==> config.mk <==
export PLATFORM = sky130hd
export DESIGN_NAME = fall_detect_phase_machine
export DESIGN_NICKNAME = d
export VERILOG_FILES = /design/src/rtl/fdpm_pkg.sv /design/src/rtl/fdpm_cfg.sv /design/src/rtl/fdpm_core.sv /design/src/rtl/fall_detect_phase_machine.sv
export SDC_FILE = /design/constraint.sdc
export NUM_CORES = 1
export LEC_CHECK = 0
export BUFFER_PORTS_ARGS = -buffer_cell sky130_fd_sc_hd__buf_2
export CAP_MARGIN = 5
export CORE_UTILIZATION = 39
export CTS_BUF_LIST = sky130_fd_sc_hd__clkbuf_4 sky130_fd_sc_hd__clkbuf_8
export DETAILED_ROUTE_END_ITERATION = 8
export SLEW_MARGIN = 30
export SYNTH_ARGS = -nofsm -noshare
export SYNTH_HDL_FRONTEND = slang
export SYNTH_HIERARCHICAL = 1
export SYNTH_SLANG_ARGS = --single-unit
==> constraint.sdc <==
create_clock -name clk -period 7.8 [get_ports clk]
set_clock_uncertainty 0.05 [all_clocks]
set_input_delay 1.17 -clock clk [delete_from_list [all_inputs] [get_ports clk]]
set_output_delay 1.17 -clock clk [all_outputs]
set_load 0.01 [all_outputs]
==> src/rtl/fdpm_pkg.sv <==
// Types and constants shared by the fall detection phase machine.
`timescale 1ns / 1ps
`default_nettype none
package fdpm_pkg;

  localparam int unsigned TimeW = 32;
  localparam int unsigned MagW  = 16;
  localparam int unsigned RegW  = 16;
  localparam int unsigned IdxW  = 3;

  // Q4.12 representation of 1 g
  localparam logic [MagW-1:0]  ONE_G_Q12        = 16'd4096;
  localparam logic [TimeW-1:0] COOLDOWN_MS      = 32'd10000;
  localparam logic [TimeW-1:0] FREE_FALL_MAX_MS = 32'd1000;
  localparam logic [15:0]      FALL_TOTAL_MAX   = 16'hFFFF;

  // Configuration register indexes
  localparam logic [IdxW-1:0] REG_FREE_FALL_LEVEL    = 3'd0;
  localparam logic [IdxW-1:0] REG_FREE_FALL_MIN_TIME = 3'd1;
  localparam logic [IdxW-1:0] REG_IMPACT_LEVEL       = 3'd2;
  localparam logic [IdxW-1:0] REG_IMPACT_WAIT_LIMIT  = 3'd3;
  localparam logic [IdxW-1:0] REG_STILL_WAIT_LIMIT   = 3'd4;
  localparam logic [IdxW-1:0] REG_STILL_ACCEL_BAND   = 3'd5;
  localparam logic [IdxW-1:0] REG_STILL_GYRO_LEVEL   = 3'd6;
  localparam logic [IdxW-1:0] REG_STILL_HOLD_TIME    = 3'd7;

  typedef enum logic [2:0] {
    PH_IDLE   = 3'd0,
    PH_FREE   = 3'd1,
    PH_IMPACT = 3'd2,
    PH_STILL  = 3'd3,
    PH_COOL   = 3'd4
  } phase_t;

  typedef struct packed {
    logic [TimeW-1:0] time_ms;
    logic [MagW-1:0]  raw_accel_mag;
    logic [MagW-1:0]  filtered_accel_mag;
    logic [MagW-1:0]  filtered_gyro_mag;
  } sample_t;

  typedef struct packed {
    logic [2:0]  phase;
    logic        fall_detected;
    logic [15:0] falls_so_far;
  } result_t;

  typedef struct packed {
    logic [RegW-1:0] free_fall_level;
    logic [RegW-1:0] free_fall_min_time;
    logic [RegW-1:0] impact_level;
    logic [RegW-1:0] impact_wait_limit;
    logic [RegW-1:0] still_wait_limit;
    logic [RegW-1:0] still_accel_band;
    logic [RegW-1:0] still_gyro_level;
    logic [RegW-1:0] still_hold_time;
  } cfg_t;

endpackage
`default_nettype wire

==> src/rtl/fdpm_cfg.sv <==
// Configuration register file for the fall detection phase machine.
`timescale 1ns / 1ps
`default_nettype none
module fdpm_cfg
  import fdpm_pkg::*;
(
  input  wire logic            clk,
  input  wire logic            rst,
  input  wire logic            cfg_wr_en,
  input  wire logic [IdxW-1:0] cfg_index,
  input  wire logic [RegW-1:0] cfg_data,
  output cfg_t                 cfg
);

  always_ff @(posedge clk) begin
    if (rst) begin
      cfg.free_fall_level    <= 16'd2048;
      cfg.free_fall_min_time <= 16'd100;
      cfg.impact_level       <= 16'd10240;
      cfg.impact_wait_limit  <= 16'd1000;
      cfg.still_wait_limit   <= 16'd5000;
      cfg.still_accel_band   <= 16'd819;
      cfg.still_gyro_level   <= 16'd320;
      cfg.still_hold_time    <= 16'd2000;
    end else if (cfg_wr_en) begin
      unique case (cfg_index)
        REG_FREE_FALL_LEVEL:    cfg.free_fall_level    <= cfg_data;
        REG_FREE_FALL_MIN_TIME: cfg.free_fall_min_time <= cfg_data;
        REG_IMPACT_LEVEL:       cfg.impact_level       <= cfg_data;
        REG_IMPACT_WAIT_LIMIT:  cfg.impact_wait_limit  <= cfg_data;
        REG_STILL_WAIT_LIMIT:   cfg.still_wait_limit   <= cfg_data;
        REG_STILL_ACCEL_BAND:   cfg.still_accel_band   <= cfg_data;
        REG_STILL_GYRO_LEVEL:   cfg.still_gyro_level   <= cfg_data;
        REG_STILL_HOLD_TIME:    cfg.still_hold_time    <= cfg_data;
        default: ;
      endcase
    end
  end

endmodule
`default_nettype wire

==> src/rtl/fdpm_core.sv <==
// Phase state machine, timestamps, fall counter and result register.
`timescale 1ns / 1ps
`default_nettype none
module fdpm_core
  import fdpm_pkg::*;
(
  input  wire logic    clk,
  input  wire logic    rst,
  input  wire cfg_t    cfg,
  input  wire logic    step,
  input  wire sample_t sample,
  input  wire logic    result_ready,
  output logic         result_valid,
  output result_t      result
);

  phase_t            phase, phase_next;
  logic [TimeW-1:0]  phase_begin, phase_begin_next;
  logic [TimeW-1:0]  still_begin, still_begin_next;
  logic [TimeW-1:0]  fall_begin, fall_begin_next;
  logic [TimeW-1:0]  cool_begin, cool_begin_next;
  logic [15:0]       fall_total, fall_total_next;
  logic              confirmed;

  logic [TimeW-1:0]  now;
  logic [TimeW-1:0]  fall_el, phase_el, still_el, cool_el;
  logic [MagW-1:0]   dev;
  logic              is_still;

  assign now      = sample.time_ms;
  assign fall_el  = now - fall_begin;
  assign phase_el = now - phase_begin;
  assign still_el = now - still_begin;
  assign cool_el  = now - cool_begin;
  assign dev      = (sample.filtered_accel_mag >= ONE_G_Q12)
                  ? (sample.filtered_accel_mag - ONE_G_Q12)
                  : (ONE_G_Q12 - sample.filtered_accel_mag);
  assign is_still = (dev < cfg.still_accel_band) &&
                    (sample.filtered_gyro_mag < cfg.still_gyro_level);

  always_comb begin
    phase_next       = phase;
    phase_begin_next = phase_begin;
    still_begin_next = still_begin;
    fall_begin_next  = fall_begin;
    cool_begin_next  = cool_begin;
    fall_total_next  = fall_total;
    confirmed        = 1'b0;
    unique case (phase)
      PH_IDLE: begin
        if (sample.raw_accel_mag < cfg.free_fall_level) begin
          phase_next      = PH_FREE;
          fall_begin_next = now;
        end
      end
      PH_FREE: begin
        if (sample.raw_accel_mag >= cfg.free_fall_level) begin
          if (fall_el < {16'd0, cfg.free_fall_min_time}) begin
            phase_next = PH_IDLE;
          end else begin
            phase_next       = PH_IMPACT;
            phase_begin_next = now;
          end
        end else if (fall_el > FREE_FALL_MAX_MS) begin
          phase_next = PH_IDLE;
        end
      end
      PH_IMPACT: begin
        // timeout takes priority over the impact test
        if (phase_el > {16'd0, cfg.impact_wait_limit}) begin
          phase_next = PH_IDLE;
        end else if (sample.raw_accel_mag > cfg.impact_level) begin
          phase_next       = PH_STILL;
          phase_begin_next = now;
          still_begin_next = now;
        end
      end
      PH_STILL: begin
        if (phase_el > {16'd0, cfg.still_wait_limit}) begin
          phase_next = PH_IDLE;
        end else if (is_still) begin
          if (still_el >= {16'd0, cfg.still_hold_time}) begin
            if (fall_total != FALL_TOTAL_MAX) begin
              fall_total_next = fall_total + 16'd1;
            end
            confirmed       = 1'b1;
            phase_next      = PH_COOL;
            cool_begin_next = now;
          end
        end else begin
          // restart the hold on any movement
          still_begin_next = now;
        end
      end
      PH_COOL: begin
        if (cool_el >= COOLDOWN_MS) begin
          phase_next = PH_IDLE;
        end
      end
      default: phase_next = PH_IDLE;
    endcase
  end

  always_ff @(posedge clk) begin
    if (rst) begin
      phase       <= PH_IDLE;
      phase_begin <= '0;
      still_begin <= '0;
      fall_begin  <= '0;
      cool_begin  <= '0;
      fall_total  <= '0;
    end else if (step) begin
      phase       <= phase_next;
      phase_begin <= phase_begin_next;
      still_begin <= still_begin_next;
      fall_begin  <= fall_begin_next;
      cool_begin  <= cool_begin_next;
      fall_total  <= fall_total_next;
    end
  end

  always_ff @(posedge clk) begin
    if (rst) begin
      result_valid <= 1'b0;
    end else if (step) begin
      result_valid <= 1'b1;
    end else if (result_ready) begin
      result_valid <= 1'b0;
    end
  end

  always_ff @(posedge clk) begin
    if (step) begin
      result.phase         <= phase_next;
      result.fall_detected <= confirmed;
      result.falls_so_far  <= fall_total_next;
    end
  end

endmodule
`default_nettype wire

==> src/rtl/fall_detect_phase_machine.sv <==
// Fall detection phase machine: top level with sample register and result stage.
//
// Usage:
//   Samples enter on the sample channel (sample_valid / sample_ready, payload
//   sample) and one result per sample leaves on the result channel
//   (result_valid / result_ready, payload result). Registers are written
//   through cfg_wr_en, cfg_index and cfg_data, one per cycle; the user must
//   write them only while no sample is in flight; the block does not enforce it.
//   Path: a transferred sample waits in the sample register, and the phase
//   logic steps on it once the result stage is free or draining, loading the
//   result register and raising result_valid.
//   Throughput: one sample per cycle while result_ready is high; the single
//   phase state register is updated once per sample.
//   Stall: while result_ready is low the result holds and one more sample may
//   be transferred into the sample register; sample_ready then drops until
//   the result is taken.
//   Reset: rst clears both stages, returns the machine to idle with all
//   timestamps and the fall count at zero, and loads the register defaults.
`timescale 1ns / 1ps
`default_nettype none
module fall_detect_phase_machine
  import fdpm_pkg::*;
(
  input  wire logic            clk,
  input  wire logic            rst,
  input  wire logic            sample_valid,
  output logic                 sample_ready,
  input  wire sample_t         sample,
  output logic                 result_valid,
  input  wire logic            result_ready,
  output result_t              result,
  input  wire logic            cfg_wr_en,
  input  wire logic [IdxW-1:0] cfg_index,
  input  wire logic [RegW-1:0] cfg_data
);

  cfg_t    cfg;
  sample_t held;
  logic    held_valid;
  logic    step;

  // advance the held sample whenever the result stage is free or draining
  assign step         = held_valid && (!result_valid || result_ready);
  assign sample_ready = !held_valid || step;

  always_ff @(posedge clk) begin
    if (rst) begin
      held_valid <= 1'b0;
    end else if (sample_ready) begin
      held_valid <= sample_valid;
    end
  end

  always_ff @(posedge clk) begin
    if (sample_ready && sample_valid) begin
      held <= sample;
    end
  end

  fdpm_cfg u_cfg (
    .clk       (clk),
    .rst       (rst),
    .cfg_wr_en (cfg_wr_en),
    .cfg_index (cfg_index),
    .cfg_data  (cfg_data),
    .cfg       (cfg)
  );

  fdpm_core u_core (
    .clk          (clk),
    .rst          (rst),
    .cfg          (cfg),
    .step         (step),
    .sample       (held),
    .result_ready (result_ready),
    .result_valid (result_valid),
    .result       (result)
  );

endmodule
`default_nettype wire
==> results.py, run 1 <==
metrics = {
    "die": {
        "core-area_um2": 66100,
        "die_area_um2": 68200,
        "die_h_um": 261,
        "die_x_um": 261,
        "ioPinCount": 126,
        "placement_rows": 94,
        "initial_utilization_pct": 39.6,
    },
    "routing": {
        "via_per_inst": 5.38,
        "initialDrtViolationCount": 1443,
        "drt-wirelength-per-cell_um": 17.9,
        "dr.pass1.iters": 7,
        "num_vias": 21600,
        "wl_mm": 72.1,
        "drc": 6,
        "ant_nets": 0,
    },
    "worst_setup_path": {
        "worst_path_max_delay_cell": "edfxtp_1",
        "crit_type": "flip-flop to flip-flop",
        "critPathBufInv": 1,
        "worstRegToRegCells": 21,
        "cp_max_fo": 33,
        "end_kind": "flip-flop",
        "critPathArrivalTime_ps": 6800,
        "start_kind": "flip-flop",
        "path_cells": "ha_1, nor2b_1, o31a_2, o31ai_2, o221a_4, a21boi_1, nor2_1, xnor2_1, ha_1, a21o_1, a21o_1, a211o_1, or4_1, nor4_1, o21ai_1, or3_1, or4_4, o211a_1, buf_4, and2_4, mux2i_1",
        "slowest_delay_ps": 580,
        "required_ps": 8250,
        "rr_endpoint": "u_core/cool_begin[8]",
        "ff2ff_setup_slack_ps": 1440,
        "crit_family": "compound AO/OA/AOI/OAI gates",
        "reg2reg_from": "held[49]",
    },
    "logic_synthesis": {
        "async_flop_share_pct": 0,
        "yosys.area.top_type_share_pct": 21.2,
        "ys_ff_latch": 377,
        "syn-num-nets": 3365,
        "synth_edf_count": 100,
        "seq_area_frac_synth_pct": 32.7,
        "synth_cell_types": 93,
        "syn_area_um2": 26200,
        "synth_area_leaders": "dfxtp_1 21%, ha_1 12%, edfxtp_1 11%",
        "syn_inst": 3003,
        "post-synth-top-area-cell": "dfxtp_1",
        "avgSynthCellArea_um2": 8.72,
        "ys.flop_type": "dfxtp_1",
        "synth_warnings": 6,
    },
    "status": {
        "status": "complete, but fails checks",
        "violations": "DRC",
    },
    "run": {
        "cap_violations": 0,
    },
    "global_routing": {
        "grt_pass1_wl_mm": 113,
        "grt_overflow": 0,
        "antenna_found_initial": 1,
        "grt_max_degree": 106,
        "grt_usage_pct": 20.8,
        "grt_pass1_vias": 20400,
    },
    "layout": {
        "n_fill_cell": 6538,
        "multi_input_area_um2": 15900,
        "area_growth_pct": 11.3,
        "fin_cells": 4018,
        "nets": 3457,
        "drive_above_1_share_pct": 10.3,
        "seqCellArea_um2": 8550,
    },
    "placement": {
        "io_buffers": 125,
        "place_ws_ps": 1490,
        "post-dp-hpwl_mm": 53.9,
        "dp_cells": 3885,
        "gp_congestion": 0.957,
    },
    "clock_tree": {
        "numCtsBuffers": 70,
        "holdBufCountCts": 0,
        "cts_setup_buffers": 0,
        "cts_root_buffer": "clkbuf_8",
        "clkSinkCount": 377,
        "clk_pin_slew_worst_paths_ps": 60,
        "htreeDepth": 3,
        "clk_path_buf_depth": 3,
        "cts_resized": 0,
        "clk_latency_ps": 660,
        "cts_tree": "built",
    },
    "sta": {
        "setup_violations": 0,
        "clock.fmax_mhz": 157,
        "worst_pin_slew_ps": 976,
        "finalHoldViolCount": 0,
        "fin_crit_ps": 6360,
        "slew_viol_final": 0,
        "fin_crit_sh_pct": 81.5,
        "rsz0062_at_grt": "no",
        "setup_tns_ps": 0,
        "slew_headroom_pct": 34.5,
        "fin_ws_ps": 1440,
    },
    "min_path": {
        "min_to": "u_core/fall_begin[5]",
        "hp-class": "flip-flop to flip-flop",
        "worstHoldStart": "u_core/fall_begin[5]",
        "holdPathStages": 2,
    },
    "power_and_ir_drop": {
        "total_power_w": 0.00518,
        "vdd_drop_max_v": 0.000101,
        "total_leakage_power_nw": 12.4,
        "power_density_nw_per_um2": 178,
    },
}
-- cells by family (layout without fill, tap and decap cells) --
group,count (synthesis),after routing,synth area share (%)
AND/OR/NAND/NOR,942,942,19.0
AO/OA/AOI/OAI,655,655,16.7
buffers and inverters,430,580,6.65
flip-flops,377,377,32.7
adder cells (fa/ha/maj),258,258,12.4
multiplexers,244,244,9.37
XOR/XNOR,97,97,3.25
other,0,1,0
-- through the flow --
step	utilization, %	hold WS [ps]	cell area, um2
finish	44.1	403	29100
global route	44.1	425	29100
CTS	44.0	405	29100
detailed placement	41.6	397	27500
global placement	41.6	392	27500
floorplan	-	386	26200
-- area by class of cell --
cell class              count  area share, %
repair buffers            148           2.88
clock buffers             107           4.47
clock inverters            23          0.966
multi-input cells        2196           54.7
diodes                      1        0.00859
well taps                 864           3.71
flip-flops and latches    377           29.3
inverters                 302           3.89
-- cell usage after synthesis, types with 20 or more instances --
| cell | number |
|---|---|
| nand2b_1 | 231 |
| inv_1 | 302 |
| nand2_1 | 186 |
| a211oi_1 | 20 |
| dfxtp_1 | 277 |
| o21a_1 | 29 |
| xnor2_1 | 67 |
| nand4_1 | 61 |
| xor2_1 | 30 |
| o21ai_0 | 102 |
| mux2i_1 | 235 |
| edfxtp_1 | 100 |
| buf_2 | 23 |
| and3_1 | 34 |
| ha_1 | 254 |
| nor2b_1 | 24 |
| o211ai_1 | 26 |
| nor3_1 | 29 |
| a21o_1 | 88 |
| clkbuf_1 | 89 |
| nand3_1 | 53 |
| a21oi_1 | 196 |
| nor2_1 | 204 |
| a31oi_1 | 20 |
-- sequential cells by signal, summed over array words and instances (netlist names) --
signal,flops
u_core/cool_begin,32
held_valid,1
u_core/fall_total,16
held,80
u_core/result,20
u_core/phase,3
u_core/fall_begin,32
u_core/phase_begin,32
u_core/still_begin,32
u_core/result_valid,1
u_cfg/cfg,128
-- worst max path at each step --
stage,from,to,slack [ps],depth (start not counted)
final,held[49],u_core/cool_begin[8],1440,21
after global routing,held[49],u_core/cool_begin[21],1080,21
after CTS,held[49],u_core/cool_begin[22],1420,21
after detailed placement,held[49],u_core/fall_total[14],1490,21
after global placement,held[49],u_core/fall_total[14],1290,21
after floorplan,held[49],u_core/result[1],2120,21
-- layer usage --
metal	vias to the layer above	wire length, um	share of wire, %	global-route usage [%]
met2	461	32800	46	34.2
met1	10200	34400	48	28.3
li1	10900	-	-	-
met3	87	3660	5.1	3.28
met4	0	1190	1.7	5.44
met5	-	0	0	0
-- cells in the final DEF, fill, tap and decap left out, types with 88 or more instances in the layout --
cell type and instances:
o21ai_0 102, ha_1 254, buf_2 124, a21oi_1 195, inv_1 302, dfxtp_1 277
a21o_1 88, edfxtp_1 100, mux2i_1 235, nand2_1 186, nand2b_1 231, nor2_1 204
-- tightest hold or removal path, stage by stage (launching register included) --
cell	delay, ps
dfxtp_1	300
nand2_1	50
a21oi_1	50
-- report_power, final --
group	leakage [nW]	switching, W	total, W	internal, W
sequential	3.20	0.0000531	0.00212	0.00207
combinational	8.32	0.000537	0.000892	0.000355
clock	0.837	0.000914	0.00216	0.00125
total	12.4	0.00150	0.00518	0.00367
Power figures use the tool's default switching activity.
==> inputs of run 2 (changes only) <==
clock period = 5.25 ns   (was 7.8 ns; I/O delays follow)
==> results.py, run 2 (synthesized netlist as in run 1, its figures left out) <==
metrics = {
    "routing": {
        "wl_mm": 72.8,
        "dr.pass1.iters": 9,
        "drt-wirelength-per-cell_um": 17.7,
        "via_per_inst": 5.34,
        "initialDrtViolationCount": 1316,
        "ant_nets": 0,
        "drc": 4,
        "num_vias": 22000,
    },
    "sta": {
        "finalHoldViolCount": 0,
        "worst_pin_slew_ps": 992,
        "fin_crit_ps": 5630,
        "rsz0062_at_grt": "yes",
        "fin_ws_ps": -381,
        "setup_tns_ps": -20520,
        "setup_violations": 69,
        "fin_crit_sh_pct": 107,
        "clock.fmax_mhz": 178,
        "slew_viol_final": 0,
        "slew_headroom_pct": 33.5,
    },
    "worst_setup_path": {
        "critPathArrivalTime_ps": 6110,
        "start_kind": "flip-flop",
        "required_ps": 5730,
        "crit_type": "flip-flop to flip-flop",
        "cp_max_fo": 10,
        "end_kind": "flip-flop",
    },
    "die": {
        "core-area_um2": 66100,
        "die_area_um2": 68200,
        "die_x_um": 261,
        "placement_rows": 94,
        "die_h_um": 261,
        "ioPinCount": 126,
        "initial_utilization_pct": 39.6,
    },
    "clock_tree": {
        "clk_pin_slew_worst_paths_ps": 60,
        "clkSinkCount": 377,
        "htreeDepth": 3,
        "numCtsBuffers": 73,
        "clk_path_buf_depth": 3,
        "clk_latency_ps": 690,
        "cts_tree": "built",
        "cts_root_buffer": "clkbuf_8",
    },
    "min_path": {
        "hp-class": "input pin to flip-flop",
    },
    "global_routing": {
        "grt_overflow": 0,
        "grt_pass1_vias": 21200,
        "grt_max_degree": 160,
        "antenna_found_initial": 1,
        "grt_pass1_wl_mm": 114,
        "grt_usage_pct": 21.1,
    },
    "layout": {
        "final_common_cell": "inv_1",
        "largest_reg_flops": 128,
        "n_fill_cell": 6561,
        "fin_cells": 4121,
        "drive_above_1_share_pct": 14.0,
        "final_area_um2": 30200,
        "reg_top3": "u_cfg/cfg (128), held (80)",
        "final_cell_mix": "302 x inv_1, 276 x dfxtp_1, 253 x ha_1",
        "area_growth_pct": 15.2,
        "regMostFlops": "u_cfg/cfg",
        "nets": 3554,
    },
    "power_and_ir_drop": {
        "total_power_w": 0.00767,
        "vdd_drop_max_v": 0.000149,
        "power_density_nw_per_um2": 254,
        "total_leakage_power_nw": 12.9,
    },
    "placement": {
        "post-dp-hpwl_mm": 54.0,
        "gp_congestion": 0.942,
        "placedInstanceArea_um2": 28200,
        "io_buffers": 125,
        "place_ws_ps": -357,
        "dp_cells": 3967,
    },
    "status": {
        "status": "complete, but fails checks",
        "violations": "DRC, setup timing",
    },
    "run": {
        "cap_violations": 0,
    },
}
run 2: cell types whose count changed in the layout (fill, tap and decap cells not counted), sizes merged:
| cell | before | now |
|---|---|---|
| bufinv | 5 | 1 |
| clkbuf | 108 | 119 |
| diode | 1 | 4 |
| inv | 307 | 308 |
| buf | 147 | 239 |
run 2: power by group:
part           internal [W]  total (W)  switching, W
combinational      0.000569    0.00139      0.000822
sequential          0.00307    0.00314     0.0000664
clock               0.00177    0.00314       0.00137
total               0.00540    0.00767       0.00226
run 2: critical path, stage by stage, from the launching register on:
cell	delay, ps
edfxtp_1	400
ha_1	280
nor2b_4	130
o31a_4	290
o31ai_4	320
o221a_4	250
a21boi_4	60
nor2_2	100
xnor2_1	130
ha_1	270
a21o_1	180
a21o_1	170
a211o_1	290
or4_1	500
nor4_1	160
o21ai_1	160
or3_1	370
or4_4	490
o211a_4	310
and2_4	240
clkbuf_16	200
mux2i_1	130
run 2: final cells by class:
type	instances	area (um2)	area share, %
sequential	377	8550	28.4
timing repair buffer	242	1650	5.48
tap	864	1080	3.59
clock inverter	20	159	0.527
multi-input combinational	2196	16200	53.6
antenna	4	10.0	0.0332
clock buffer	116	1400	4.65
inverter	302	1130	3.76
run 2: timing repair:
| action | CTS | global route |
|---|---|---|
| endpoints found under the setup margin | 68 | 130 |
| gates resized for setup | 26 | 36 |
| endpoints found under the hold margin | 0 | 0 |
| pin swaps | 3 | 17 |
| hold buffers | 0 | 0 |
| buffers inserted | 7 | 6 |
| cloned | 1 | 1 |
run 2: worst paths after layout:
check / start / endpoint / slack (ps) / cells after the start
worst min register to register: u_core/fall_begin[16] / u_core/fall_begin[16] / 400 / 2
worst max register to register: held[49] / u_core/cool_begin[12] / -380 / 21
worst max-delay path: held[49] / u_core/cool_begin[12] / -380 / 21
worst min-delay path: sample[56] / held[56] / 220 / 1
run 2: routing by layer:
metal	global-route usage [%]	part of all wire, %	up-vias
met4	7.24	2.5	0
met1	28.4	47	10300
met5	0	0	-
met3	2.77	5.1	103
li1	-	-	11100
met2	34.6	46	555
run 2: per-stage QoR:
step | util (%) | hold slack, ps
CTS | 45.3 | 152
global route | 45.6 | 183
detailed placement | 42.6 | 397
floorplan | - | 386
global placement | 42.6 | 393
finish | 45.6 | 223
